## src/hw/rtl/cts_pkg.sv

```systemverilog
package cts_pkg;

  // Widths of the run length and the line counter, which saturate, and of the byte offset.
  localparam int LENGTH_BITS = 16;
  localparam int LINE_BITS   = 24;
  localparam int OFFSET_BITS = 32;

  // Result queue depth and pointer widths.
  localparam int QUEUE_DEPTH = 8;
  localparam int QPTR_W      = $clog2(QUEUE_DEPTH);
  localparam int QCNT_W      = $clog2(QUEUE_DEPTH + 1);

  // Character codes.
  localparam logic [7:0] CH_NUL    = 8'h00;
  localparam logic [7:0] CH_TAB    = 8'h09;
  localparam logic [7:0] CH_LF     = 8'h0A;
  localparam logic [7:0] CH_CR     = 8'h0D;
  localparam logic [7:0] CH_SPACE  = 8'h20;
  localparam logic [7:0] CH_HASH   = 8'h23;
  localparam logic [7:0] CH_PCT    = 8'h25;
  localparam logic [7:0] CH_LPAREN = 8'h28;
  localparam logic [7:0] CH_RPAREN = 8'h29;
  localparam logic [7:0] CH_STAR   = 8'h2A;
  localparam logic [7:0] CH_PLUS   = 8'h2B;
  localparam logic [7:0] CH_MINUS  = 8'h2D;
  localparam logic [7:0] CH_SLASH  = 8'h2F;
  localparam logic [7:0] CH_ZERO   = 8'h30;
  localparam logic [7:0] CH_NINE   = 8'h39;
  localparam logic [7:0] CH_SEMI   = 8'h3B;
  localparam logic [7:0] CH_EQUAL  = 8'h3D;
  localparam logic [7:0] CH_UPPER_A = 8'h41;
  localparam logic [7:0] CH_UPPER_Z = 8'h5A;
  localparam logic [7:0] CH_CARET  = 8'h5E;
  localparam logic [7:0] CH_UNDER  = 8'h5F;
  localparam logic [7:0] CH_LOWER_A = 8'h61;
  localparam logic [7:0] CH_LOWER_Z = 8'h7A;

  // Token kinds.
  typedef enum logic [3:0] {
    KIND_END    = 4'd0,
    KIND_SEP    = 4'd1,
    KIND_NUMBER = 4'd2,
    KIND_IDENT  = 4'd3,
    KIND_ADD    = 4'd4,
    KIND_SUB    = 4'd5,
    KIND_MUL    = 4'd6,
    KIND_DIV    = 4'd7,
    KIND_REM    = 4'd8,
    KIND_POW    = 4'd9,
    KIND_ASSIGN = 4'd10,
    KIND_LPAREN = 4'd11,
    KIND_RPAREN = 4'd12,
    KIND_ERROR  = 4'd13
  } kind_t;

  // Error causes.
  typedef enum logic [1:0] {
    CAUSE_NONE     = 2'd0,
    CAUSE_INVALID  = 2'd1,
    CAUSE_OPEN_CMT = 2'd2
  } cause_t;

  // One result item as it sits in the queue.
  typedef struct packed {
    kind_t                   kind;
    cause_t                  cause;
    logic [LENGTH_BITS-1:0]  length;
    logic [OFFSET_BITS-1:0]  offset;
    logic [LINE_BITS-1:0]    line;
    logic                    last;
  } token_t;

endpackage

```

## src/hw/rtl/calculator_token_scanner.sv

```systemverilog
// Streaming lexer for calculator text. One text byte enters per cycle on the
// in channel and yields zero, one or two tokens, which leave one per cycle on
// the out channel; a zero byte closes the text and resets the line and offset
// counters. A byte is registered, decoded against the scan state in the next
// cycle, and its tokens are written into an eight-entry result queue whose
// head drives the out channel. The input stays open at one byte per cycle
// while the queue has room for two tokens beyond the byte in flight; since
// the out channel drains one token a cycle, text that averages more than one
// token per byte is paced by the out channel and its ready.
module calculator_token_scanner (
  input  logic                           clk,
  input  logic                           rst,
  input  logic                           in_valid,
  output logic                           in_ready,
  input  logic [7:0]                     ch,
  output logic                           out_valid,
  input  logic                           out_ready,
  output logic [3:0]                     token_class,
  output logic [1:0]                     error_cause,
  output logic [cts_pkg::LENGTH_BITS-1:0] token_length,
  output logic [cts_pkg::OFFSET_BITS-1:0] token_offset,
  output logic [cts_pkg::LINE_BITS-1:0]  token_line,
  output logic                           last
);
  import cts_pkg::*;

  typedef enum logic [2:0] {
    MODE_IDLE   = 3'd0,
    MODE_NUMBER = 3'd1,
    MODE_IDENT  = 3'd2,
    MODE_SLASH  = 3'd3,
    MODE_BLOCK  = 3'd4,
    MODE_HASH   = 3'd5
  } mode_t;

  // Decision for a byte that arrives between tokens.
  typedef struct packed {
    mode_t  mode;
    logic   emit;
    kind_t  kind;
    cause_t cause;
    logic   start;
    logic   run_one;
    logic   line_inc;
  } idle_t;

  localparam logic [LENGTH_BITS-1:0] LEN_MAX  = '1;
  localparam logic [LINE_BITS-1:0]   LINE_MAX = '1;
  localparam logic [LINE_BITS-1:0]   LINE_ONE = LINE_BITS'(1);

  function automatic logic is_digit(input logic [7:0] c);
    return c inside {[CH_ZERO:CH_NINE]};
  endfunction

  function automatic logic is_alpha(input logic [7:0] c);
    return c inside {[CH_UPPER_A:CH_UPPER_Z], [CH_LOWER_A:CH_LOWER_Z], CH_UNDER};
  endfunction

  function automatic idle_t idle_eval(input logic [7:0] c);
    idle_t d;
    d = '{mode: MODE_IDLE, emit: 1'b1, kind: KIND_ERROR, cause: CAUSE_NONE,
          start: 1'b0, run_one: 1'b0, line_inc: 1'b0};
    case (c)
      CH_SPACE, CH_TAB, CH_CR: d.emit = 1'b0;
      CH_LF: begin
        d.kind     = KIND_SEP;
        d.line_inc = 1'b1;
      end
      CH_HASH: begin
        d.emit = 1'b0;
        d.mode = MODE_HASH;
      end
      CH_SLASH: begin
        d.emit  = 1'b0;
        d.mode  = MODE_SLASH;
        d.start = 1'b1;
      end
      CH_SEMI:   d.kind = KIND_SEP;
      CH_PLUS:   d.kind = KIND_ADD;
      CH_MINUS:  d.kind = KIND_SUB;
      CH_STAR:   d.kind = KIND_MUL;
      CH_PCT:    d.kind = KIND_REM;
      CH_CARET:  d.kind = KIND_POW;
      CH_EQUAL:  d.kind = KIND_ASSIGN;
      CH_LPAREN: d.kind = KIND_LPAREN;
      CH_RPAREN: d.kind = KIND_RPAREN;
      default: begin
        if (is_digit(c) || is_alpha(c)) begin
          d.emit    = 1'b0;
          d.mode    = is_digit(c) ? MODE_NUMBER : MODE_IDENT;
          d.start   = 1'b1;
          d.run_one = 1'b1;
        end else begin
          d.cause = CAUSE_INVALID;
        end
      end
    endcase
    return d;
  endfunction

  // Scan state.
  mode_t                  scan_mode, scan_mode_next;
  logic                   star_seen, star_seen_next;
  logic [LENGTH_BITS-1:0] run_length, run_length_next;
  logic [LINE_BITS-1:0]   line_count, line_count_next;
  logic [LINE_BITS-1:0]   start_line, start_line_next;
  logic [OFFSET_BITS-1:0] byte_offset, byte_offset_next;
  logic [OFFSET_BITS-1:0] start_offset, start_offset_next;

  // Input register.
  logic       s_valid;
  logic [7:0] s_ch;

  // Result queue.
  token_t            queue [QUEUE_DEPTH];
  logic [QPTR_W-1:0] wr_ptr, rd_ptr;
  logic [QCNT_W-1:0] q_count;

  // Decode results.
  token_t     res0, res1;
  logic [1:0] n_res;
  idle_t      idle_d;
  logic       cont;
  logic       pop;

  assign in_ready = ({1'b0, q_count} + (s_valid ? (QCNT_W + 1)'(2) : '0)) <=
                    (QCNT_W + 1)'(QUEUE_DEPTH - 2);
  assign pop       = out_valid && out_ready;
  assign out_valid = (q_count != '0);

  // Decode the registered byte against the scan state.
  always_comb begin
    scan_mode_next    = scan_mode;
    star_seen_next    = star_seen;
    run_length_next   = run_length;
    line_count_next   = line_count;
    start_line_next   = start_line;
    byte_offset_next  = byte_offset + OFFSET_BITS'(1);
    start_offset_next = start_offset;
    res0   = '0;
    res1   = '0;
    n_res  = 2'd0;
    idle_d = idle_eval(s_ch);
    cont   = is_digit(s_ch) || ((scan_mode == MODE_IDENT) && is_alpha(s_ch));

    if (s_ch == CH_NUL) begin
      // Flush a pending token, then close the text.
      if (scan_mode inside {MODE_NUMBER, MODE_IDENT}) begin
        res0 = '{kind: (scan_mode == MODE_NUMBER) ? KIND_NUMBER : KIND_IDENT,
                 cause: CAUSE_NONE, length: run_length, offset: start_offset,
                 line: start_line, last: 1'b0};
        n_res = 2'd1;
      end else if (scan_mode == MODE_SLASH) begin
        res0 = '{kind: KIND_DIV, cause: CAUSE_NONE, length: LENGTH_BITS'(1),
                 offset: start_offset, line: start_line, last: 1'b0};
        n_res = 2'd1;
      end
      if (n_res == 2'd1) begin
        res1 = '{kind: (scan_mode == MODE_BLOCK) ? KIND_ERROR : KIND_END,
                 cause: (scan_mode == MODE_BLOCK) ? CAUSE_OPEN_CMT : CAUSE_NONE,
                 length: '0, offset: byte_offset, line: line_count, last: 1'b0};
        n_res = 2'd2;
      end else begin
        res0 = '{kind: (scan_mode == MODE_BLOCK) ? KIND_ERROR : KIND_END,
                 cause: (scan_mode == MODE_BLOCK) ? CAUSE_OPEN_CMT : CAUSE_NONE,
                 length: '0, offset: byte_offset, line: line_count, last: 1'b0};
        n_res = 2'd1;
      end
      scan_mode_next    = MODE_IDLE;
      star_seen_next    = 1'b0;
      run_length_next   = '0;
      line_count_next   = LINE_ONE;
      start_line_next   = LINE_ONE;
      byte_offset_next  = '0;
      start_offset_next = '0;
    end else begin
      case (scan_mode)
        MODE_NUMBER, MODE_IDENT: begin
          if (cont) begin
            if (run_length < LEN_MAX) begin
              run_length_next = run_length + LENGTH_BITS'(1);
            end
          end else begin
            res0 = '{kind: (scan_mode == MODE_NUMBER) ? KIND_NUMBER : KIND_IDENT,
                     cause: CAUSE_NONE, length: run_length, offset: start_offset,
                     line: start_line, last: 1'b0};
            n_res = 2'd1;
            run_length_next = '0;
          end
        end
        MODE_SLASH: begin
          if (s_ch == CH_STAR) begin
            scan_mode_next = MODE_BLOCK;
            star_seen_next = 1'b0;
          end else begin
            res0 = '{kind: KIND_DIV, cause: CAUSE_NONE, length: LENGTH_BITS'(1),
                     offset: start_offset, line: start_line, last: 1'b0};
            n_res = 2'd1;
          end
        end
        MODE_BLOCK: begin
          if (star_seen && (s_ch == CH_SLASH)) begin
            scan_mode_next = MODE_IDLE;
            star_seen_next = 1'b0;
          end else begin
            star_seen_next = (s_ch == CH_STAR);
            if ((s_ch == CH_LF) && (line_count < LINE_MAX)) begin
              line_count_next = line_count + LINE_ONE;
            end
          end
        end
        default: ;
      endcase

      // The byte is handled as between tokens after a flush, after a lone
      // slash, on the newline that ends a hash comment, and in idle mode.
      if (((scan_mode inside {MODE_NUMBER, MODE_IDENT}) && !cont) ||
          ((scan_mode == MODE_SLASH) && (s_ch != CH_STAR)) ||
          ((scan_mode == MODE_HASH) && (s_ch == CH_LF)) ||
          !(scan_mode inside {MODE_NUMBER, MODE_IDENT, MODE_SLASH, MODE_BLOCK,
                              MODE_HASH})) begin
        scan_mode_next = idle_d.mode;
        if (idle_d.start) begin
          start_offset_next = byte_offset;
          start_line_next   = line_count;
        end
        if (idle_d.run_one) begin
          run_length_next = LENGTH_BITS'(1);
        end
        if (idle_d.line_inc && (line_count < LINE_MAX)) begin
          line_count_next = line_count + LINE_ONE;
        end
        if (idle_d.emit) begin
          if (n_res == 2'd0) begin
            res0 = '{kind: idle_d.kind, cause: idle_d.cause,
                     length: LENGTH_BITS'(1), offset: byte_offset,
                     line: line_count, last: 1'b0};
            n_res = 2'd1;
          end else begin
            res1 = '{kind: idle_d.kind, cause: idle_d.cause,
                     length: LENGTH_BITS'(1), offset: byte_offset,
                     line: line_count, last: 1'b0};
            n_res = 2'd2;
          end
        end
      end
    end

    // Mark the final token of this byte.
    res0.last = (n_res == 2'd1);
    res1.last = (n_res == 2'd2);
  end

  // Input register and scan state.
  always_ff @(posedge clk) begin
    if (rst) begin
      s_valid      <= 1'b0;
      scan_mode    <= MODE_IDLE;
      star_seen    <= 1'b0;
      run_length   <= '0;
      line_count   <= LINE_ONE;
      start_line   <= LINE_ONE;
      byte_offset  <= '0;
      start_offset <= '0;
    end else begin
      s_valid <= in_valid && in_ready;
      if (s_valid) begin
        scan_mode    <= scan_mode_next;
        star_seen    <= star_seen_next;
        run_length   <= run_length_next;
        line_count   <= line_count_next;
        start_line   <= start_line_next;
        byte_offset  <= byte_offset_next;
        start_offset <= start_offset_next;
      end
    end
  end

  always_ff @(posedge clk) begin
    if (in_valid && in_ready) begin
      s_ch <= ch;
    end
  end

  // Result queue pointers and fill count.
  always_ff @(posedge clk) begin
    if (rst) begin
      wr_ptr  <= '0;
      rd_ptr  <= '0;
      q_count <= '0;
    end else begin
      if (s_valid) begin
        wr_ptr <= wr_ptr + QPTR_W'(n_res);
      end
      if (pop) begin
        rd_ptr <= rd_ptr + QPTR_W'(1);
      end
      q_count <= q_count + (s_valid ? QCNT_W'(n_res) : '0) - (pop ? QCNT_W'(1) : '0);
    end
  end

  // Result queue storage.
  always_ff @(posedge clk) begin
    if (s_valid && (n_res != 2'd0)) begin
      queue[wr_ptr] <= res0;
    end
    if (s_valid && (n_res == 2'd2)) begin
      queue[wr_ptr + QPTR_W'(1)] <= res1;
    end
  end

  // Head of the queue drives the out channel.
  assign token_class  = queue[rd_ptr].kind;
  assign error_cause  = queue[rd_ptr].cause;
  assign token_length = queue[rd_ptr].length;
  assign token_offset = queue[rd_ptr].offset;
  assign token_line   = queue[rd_ptr].line;
  assign last         = queue[rd_ptr].last;

  // The queue never overfills.
  assert property (@(posedge clk) disable iff (rst)
    q_count <= QCNT_W'(QUEUE_DEPTH))
    else $error("result queue overflow");

  // A zero byte restarts the text at offset zero, line one.
  assert property (@(posedge clk) disable iff (rst)
    (s_valid && (s_ch == CH_NUL)) |=> (byte_offset == '0) && (line_count == LINE_ONE))
    else $error("end of text did not reset the counters");

  // Every decoded byte that ends the text writes at least one token.
  assert property (@(posedge clk) disable iff (rst)
    (s_valid && (s_ch == CH_NUL)) |-> (n_res != 2'd0))
    else $error("end of text produced no token");

  // The line counter never reads zero.
  assert property (@(posedge clk) disable iff (rst)
    line_count != '0)
    else $error("line counter reached zero");

endmodule

```

## config.mk

```make
export PLATFORM = sky130hd
export DESIGN_NAME = calculator_token_scanner
export DESIGN_NICKNAME = d
export VERILOG_FILES = /design/src/hw/rtl/cts_pkg.sv /design/src/hw/rtl/calculator_token_scanner.sv
export SDC_FILE = /design/constraint.sdc
export NUM_CORES = 2
export LEC_CHECK = 0
export BUFFER_PORTS_ARGS = -buffer_cell sky130_fd_sc_hd__buf_4
export CAP_MARGIN = 15
export CORE_MARGIN = 2
export CORE_UTILIZATION = 60
export CTS_BUF_LIST = sky130_fd_sc_hd__clkbuf_16
export DETAILED_ROUTE_END_ITERATION = 12
export PLACE_DENSITY = 0.77
export SKIP_CTS_REPAIR_TIMING = 1
export SLEW_MARGIN = 10
export SYNTH_ARGS = -nofsm -noshare
export SYNTH_HDL_FRONTEND = slang
export SYNTH_SLANG_ARGS = --single-unit
```

## constraint.sdc

```tcl
create_clock -name clk -period 5.71 [get_ports clk]
set_input_delay 1.142 -clock clk [delete_from_list [all_inputs] [get_ports clk]]
set_output_delay 1.142 -clock clk [all_outputs]
set_load 0.01 [all_outputs]
```

# Word-level counts from Yosys, hierarchy flattened
# Memory sizes are Yosys's and may differ from the RTL's. A register that Yosys moved wholly into a read port is not among the register bits.
# Cells that the tools add are included.
# W data, S select, Z words.
[totals]
out_inout_bits = 81
ff_bits = 151
ramBits = 632
n_memories = 1
elab_cells = 179
in_bits = 12
[mem_list]
columns = ["name", "depth", "width", "read_ports", "rd_clocked_by_memory_dff", "wr", "line", "text"]
rows = [
  ["queue", 8, 79, 1, 1, 2, "calculator_token_scanner.sv:115", "token_t queue [QUEUE_DEPTH];"],
]
[op_classes]
n_lt_le_gt_ge = 9
muxes = 78
add_sub_neg = 9
eq_ne = 28
reduce_logical = 42
[ops]
columns = ["cell", "n"]
rows = [
  ["$mux W79", 10],
  ["$mux W78", 3],
  ["$mux W24", 9],
  ["$pmux W78 S2", 1],
  ["$mux W32", 4],
  ["$mux W16", 6],
  ["$eq A8 B6 Y1 const B", 11],
  ["$mux W77", 1],
  ["$pmux W4 S9", 1],
  ["$add A32 B1 Y32 const B", 1],
  ["$add A24 B1 Y24 const B", 1],
  ["$eq A8 B4 Y1 const B", 3],
  ["$lt A24 B24 Y1 const B", 1],
  ["$mux W2", 12],
  ["$mux W3", 7],
  ["$mux W1", 17],
  ["$add A16 B1 Y16 const B", 1],
  ["$eq A8 B7 Y1 const B", 2],
  ["$ge A8 B7 Y1 const B", 2],
  ["$le A8 B7 Y1 const B", 2],
  ["$lt A16 B16 Y1 const B", 1],
  ["$reduce_or A15 Y1", 1],
  ["$logic_and A1 B1 Y1", 14],
  ["$reduce_or A14 Y1", 1],
  ["34 further kinds", 54],
]

# Logic depth before layout (Yosys ltp)
[depth]
ltp_word = 17
depth_mapped = 17
depth_no_buf = 15

# Worst setup path before layout
# OpenSTA, ideal clock, no wires.
[synth_timing]
path_type = "flip-flop to flip-flop"
start = "register s_ch[3]"
end = "memory queue[1][0] in the netlist's numbering (enable)"
t_arrival_ns = 4.584
period_less_slack_ns = 5.277
stages_incl_launch_ff = 15
n_path_buf = 5
setup_time_ns = 0.693
slack_ns = 0.433
t_required_ns = 5.017
path_cell_list = "edfxtp_1 -> buf_6 -> or3_1 -> buf_2 -> o311ai_4 -> o32ai_4 -> inv_1 -> buf_1 -> ha_1 -> o31ai_1 -> nor3_2 -> nand3_1 -> buf_2 -> buf_2 -> nand2_1"
[synth_lines]
columns = ["item", "line", "text"]
rows = [
  ["start: declaration", "calculator_token_scanner.sv:112", "logic [7:0] s_ch;"],
  ["start signal: assignment", "calculator_token_scanner.sv:281", "s_ch <= ch;"],
  ["end: declaration", "calculator_token_scanner.sv:115", ""],
]

==> report_table.html <==
<table>
<tr><th>Metric</th><th>Value</th></tr>
<tr><th colspan="2">Placed design</th></tr>
<tr><td>Dpl ws</td><td>0.911 ns</td></tr>
<tr><td>Half-perimeter wire length after detailed placement</td><td>56.3 mm</td></tr>
<tr><td>Placer's final routability congestion estimate</td><td>0.843</td></tr>
<tr><td>Port bufs</td><td>92</td></tr>
<tr><th colspan="2">Critical path</th></tr>
<tr><td>Critical Path AT</td><td>5.45 ns</td></tr>
<tr><td>Worst Setup Start Kind</td><td>register</td></tr>
<tr><td>Worst reg2reg startpoint</td><td>s_ch[1]$_DFFE_PP_</td></tr>
<tr><td>CP max FO</td><td>33</td></tr>
<tr><td>Max incr delay on CP</td><td>0.80 ns</td></tr>
<tr><td>Terminus of the critical flop-to-flop path</td><td>queue[0][65]$_SDFFE_PP0P_</td></tr>
<tr><td>Worst Reg-to-Reg Cells</td><td>13</td></tr>
<tr><td>Setup slack, reg-to-reg</td><td>0.80 ns</td></tr>
<tr><td>Data required time of the worst path</td><td>6.25 ns</td></tr>
<tr><td>Cell breakdown of the critical path</td><td>o21ai_0 -&gt; and2_1 -&gt; o21ai_0 -&gt; nand3_2 -&gt; inv_1 -&gt; ha_1 -&gt; o31ai_1 -&gt; nor3_2 -&gt; nand2_4 -&gt; buf_4 -&gt; buf_4 -&gt; nand2_1 -&gt; o22ai_1</td></tr>
<tr><td>Worst Setup Path Type</td><td>register to register</td></tr>
<tr><td>Element type at the critical path end</td><td>register</td></tr>
<tr><td>Highest-delay cell along the critical path</td><td>sky130_fd_sc_hd__edfxtp_1</td></tr>
<tr><th colspan="2">Power</th></tr>
<tr><td>Reported leakage power</td><td>12.0 nW</td></tr>
<tr><td>Power density normalized to cell area</td><td>357 nW/µm²</td></tr>
<tr><td>Largest vdd supply drop</td><td>0.227 mV</td></tr>
<tr><th colspan="2">Cells and area</th></tr>
<tr><td>Multi-input logic area</td><td>14000 µm²</td></tr>
<tr><td>Commonest non-fill, non-tap cell in the layout</td><td>sky130_fd_sc_hd__o22ai_1</td></tr>
<tr><td>Layout overhead on the synthesized area</td><td>10.0%</td></tr>
<tr><td>Sequential cell area</td><td>21000 µm²</td></tr>
<tr><td>Highest-count cells in the layout ignoring fill and taps</td><td>sky130_fd_sc_hd__o22ai_1 (526), sky130_fd_sc_hd__edfxtp_1 (520), sky130_fd_sc_hd__dfxtp_1 (263), sky130_fd_sc_hd__nand2_1 (176), sky130_fd_sc_hd__mux4_2 (158)</td></tr>
<tr><td>Number of filler cells placed in the layout</td><td>4169</td></tr>
<tr><td>Ant. Diodes</td><td>0</td></tr>
<tr><td>Net count of the finished layout</td><td>2811</td></tr>
<tr><td>Fraction of final layout cells sized beyond drive strength 1</td><td>21.1%</td></tr>
<tr><th colspan="2">Floorplan</th></tr>
<tr><td>Number of cell rows</td><td>89</td></tr>
<tr><td>Die Ht</td><td>249 µm</td></tr>
<tr><td>Initial Utilization</td><td>60.9%</td></tr>
<tr><td>Die ar.</td><td>62200 µm²</td></tr>
<tr><td>Number of top-level pins</td><td>93</td></tr>
<tr><td>Core area</td><td>59400 µm²</td></tr>
<tr><td>Die W</td><td>249 µm</td></tr>
<tr><th colspan="2">STA</th></tr>
<tr><td>Period Utilization, post-route</td><td>85.9%</td></tr>
<tr><td>Worst-Margin Slew</td><td>1.20 ns</td></tr>
<tr><td>Final min period</td><td>4.91 ns</td></tr>
<tr><td>Unrepaired setup endpoints after global routing</td><td>false</td></tr>
<tr><td>TNS Setup</td><td>0 ns</td></tr>
<tr><td>Setup slack of the critical path after layout</td><td>0.804 ns</td></tr>
<tr><td>Fmax</td><td>204 MHz</td></tr>
<tr><td>Worst slew margin relative to its limit</td><td>20.1%</td></tr>
<tr><td>Final count of pins violating max slew</td><td>0</td></tr>
<tr><td>Largest clock skew in the final design</td><td>0.0173 ns</td></tr>
<tr><td>Number of failing setup endpoints in the final timing report</td><td>0</td></tr>
<tr><td>Final hold violation count</td><td>0</td></tr>
<tr><th colspan="2">Global route</th></tr>
<tr><td>Global-route wire length before repair</td><td>160 mm</td></tr>
<tr><td>Number of antenna violations at the first check in global routing</td><td>1</td></tr>
<tr><td>Remaining Overflow, GRT</td><td>0</td></tr>
<tr><td>Pin count of the biggest net entering global routing</td><td>95</td></tr>
<tr><td>Vias in the first global route</td><td>26765</td></tr>
<tr><td>Global Route Usage Sum</td><td>33.4%</td></tr>
<tr><th colspan="2">Clock tree</th></tr>
<tr><td>Maximum clock path buffer count</td><td>3</td></tr>
<tr><td>H-tree lvl count</td><td>3</td></tr>
<tr><td>TritonCTS clock tree</td><td>yes</td></tr>
<tr><td>Number of sinks on the clock net</td><td>786</td></tr>
<tr><td>Clock-pin transition on the worst setup and hold timing paths</td><td>0.06 ns</td></tr>
<tr><td>TritonCTS buffer count</td><td>79</td></tr>
<tr><td>Root Buffer</td><td>sky130_fd_sc_hd__clkbuf_16</td></tr>
<tr><td>Skew-Pair Late Insertion Delay</td><td>0.64 ns</td></tr>
<tr><th colspan="2">Logic synthesis</th></tr>
<tr><td>Seq cells post-synth</td><td>786</td></tr>
<tr><td>Yosys cell types</td><td>88</td></tr>
<tr><td>Summed instance area of the synthesized netlist</td><td>36200 µm²</td></tr>
<tr><td>Leading register cell type out of synthesis</td><td>sky130_fd_sc_hd__edfxtp_1</td></tr>
<tr><td>Synthesized netlist cell count</td><td>2822</td></tr>
<tr><td>Seq/Total Area, Yosys</td><td>57.9%</td></tr>
<tr><td>Yosys warnings</td><td>0</td></tr>
<tr><td>Number of synthesized flops with an enable pin</td><td>520</td></tr>
<tr><td>Post-Syn Nets</td><td>2852</td></tr>
<tr><td>Post-synth ARST share</td><td>0%</td></tr>
<tr><td>Average instance area after synthesis</td><td>12.8 µm²</td></tr>
<tr><th colspan="2">Drt</th></tr>
<tr><td>1st-iter DRT viols</td><td>4155</td></tr>
<tr><td>Via density per instance</td><td>7.49</td></tr>
<tr><td>Final routed wirelength across all metal layers</td><td>106 mm</td></tr>
<tr><td>Number of vias after detailed routing</td><td>27097</td></tr>
<tr><td>Final antenna-violating net count</td><td>0</td></tr>
<tr><td>Count of TritonRoute iterations in the first routing pass</td><td>5</td></tr>
<tr><td>DRC errors left</td><td>0</td></tr>
<tr><td>Detail-routed net length per standard cell</td><td>29.3 µm</td></tr>
<tr><th colspan="2">Worst hold path</th></tr>
<tr><td>HP Start</td><td>queue[4][62]$_SDFFE_PP0P_</td></tr>
<tr><td>Class of the worst hold path</td><td>register to register</td></tr>
<tr><td>Depth of the worst hold-timing path</td><td>2</td></tr>
<tr><td>Hold endpoint</td><td>queue[4][62]$_SDFFE_PP0P_</td></tr>
<tr><th colspan="2">Run</th></tr>
<tr><td>Reported max-cap violation count</td><td>0</td></tr>
<tr><th colspan="2">Run status</th></tr>
<tr><td>Outcome</td><td>finished, final reports clean</td></tr>
</table>
==> metal layers <==
metal,track usage (%),vias to the layer above,routed length [µm]
li1,-,11245,-
met5,0,-,10
met4,14.8,2,4610
met3,7.13,372,13600
met2,54.0,2215,50800
met1,44.0,13263,36900
==> cell type report <==
type	instances	area share (%)
Timing Repair Buffer	151	3.32
Clock buffer	82	5.16
Clock inverter	64	1.07
Sequential cell	786	52.7
Tap cell	773	2.43
Multi-Input combinational cell	1736	35.1
Inverter	27	0.255
==> stage by stage <==
step / cell area (µm²) / power [mW] / std cells / util, % / hold slack [ns]
after floorplan: 36200 / 8.13 / 2822 / - / 0.438
after global placement: 37300 / 9.21 / 3472 / 62.8 / 0.448
after detailed placement: 37300 / 9.26 / 3472 / 62.8 / 0.457
after CTS: 39800 / 14.2 / 3618 / 67.0 / 0.471
after global routing: 39800 / 14.6 / 3619 / 67.0 / 0.484
final: 39800 / 14.2 / 3619 / 67.0 / 0.466
==> state kept, by name, summed over array words and instances (netlist names), named ones only <==
signal and cells:
queue 632, byte_offset 32, start_offset 32, line_count 24, start_line 24, run_length 16, s_ch 8, q_count 4
rd_ptr 3, scan_mode 3, wr_ptr 3, s_valid 1, star_seen 1
==> power breakdown <==
part / switching, mW / total, mW / internal [mW]
Combinational: 1.50 / 2.82 / 1.33
Sequential: 0.172 / 6.32 / 6.15
Clock: 2.22 / 5.04 / 2.83
Total: 3.89 / 14.2 / 10.3
==> critical path, delay by kind of cell (launching register included) <==
family	cells	cell delay, ns
compound gates	4	1.41
simple gates	5	1.35
buf+inv	3	0.94
flops	1	0.80
fa+ha+maj	1	0.28
==> synthesized netlist by cell type, drive strengths merged (13+ instances only) <==
master  number  area, µm²
mux4       158       3560
nor2       116        435
xor2        27        236
a21oi       35        179
mux2        80        901
nor3        17        131
clkbuf     143        537
edfxtp     520      15600
nand2      192        781
a22oi       59        638
or3         14       87.6
nand4       23        144
ha          16        200
and3        13       81.3
dfxtp      266       5330
inv         26       97.6
nand3      128        661
o21ai      136        681
buf        130        807
o22ai      526       3290
xnor2       22        193
a22o        55        482
==> cell families (layout without fill, tap and decap cells) <==
logic type / count (synthesis) / in the layout / synth area share [%]
compound gates: 874 / 874 / 16.3
flops: 786 / 786 / 57.9
simple gates: 553 / 553 / 7.53
buf+inv: 300 / 324 / 4.00
mux: 242 / 242 / 12.4
xor+xnor: 49 / 49 / 1.19
fa+ha+maj: 18 / 18 / 0.664
==> worst max path at each step <==
stage | to | start | depth (start not counted)
2_1_floorplan | queue[1][0]$_DFFE_PP_ | s_ch[3]$_DFFE_PP_ | 14
3_3_place_gp | queue[1][18]$_DFFE_PP_ | s_ch[1]$_DFFE_PP_ | 12
3_5_place_dp | queue[1][20]$_DFFE_PP_ | s_ch[1]$_DFFE_PP_ | 12
4_1_cts | queue[1][17]$_DFFE_PP_ | s_ch[1]$_DFFE_PP_ | 12
5_1_grt | queue[0][70]$_SDFFE_PP0P_ | s_ch[1]$_DFFE_PP_ | 13
6_report | queue[0][65]$_SDFFE_PP0P_ | s_ch[1]$_DFFE_PP_ | 13
Note: power is estimated with default switching activity, not from simulation.
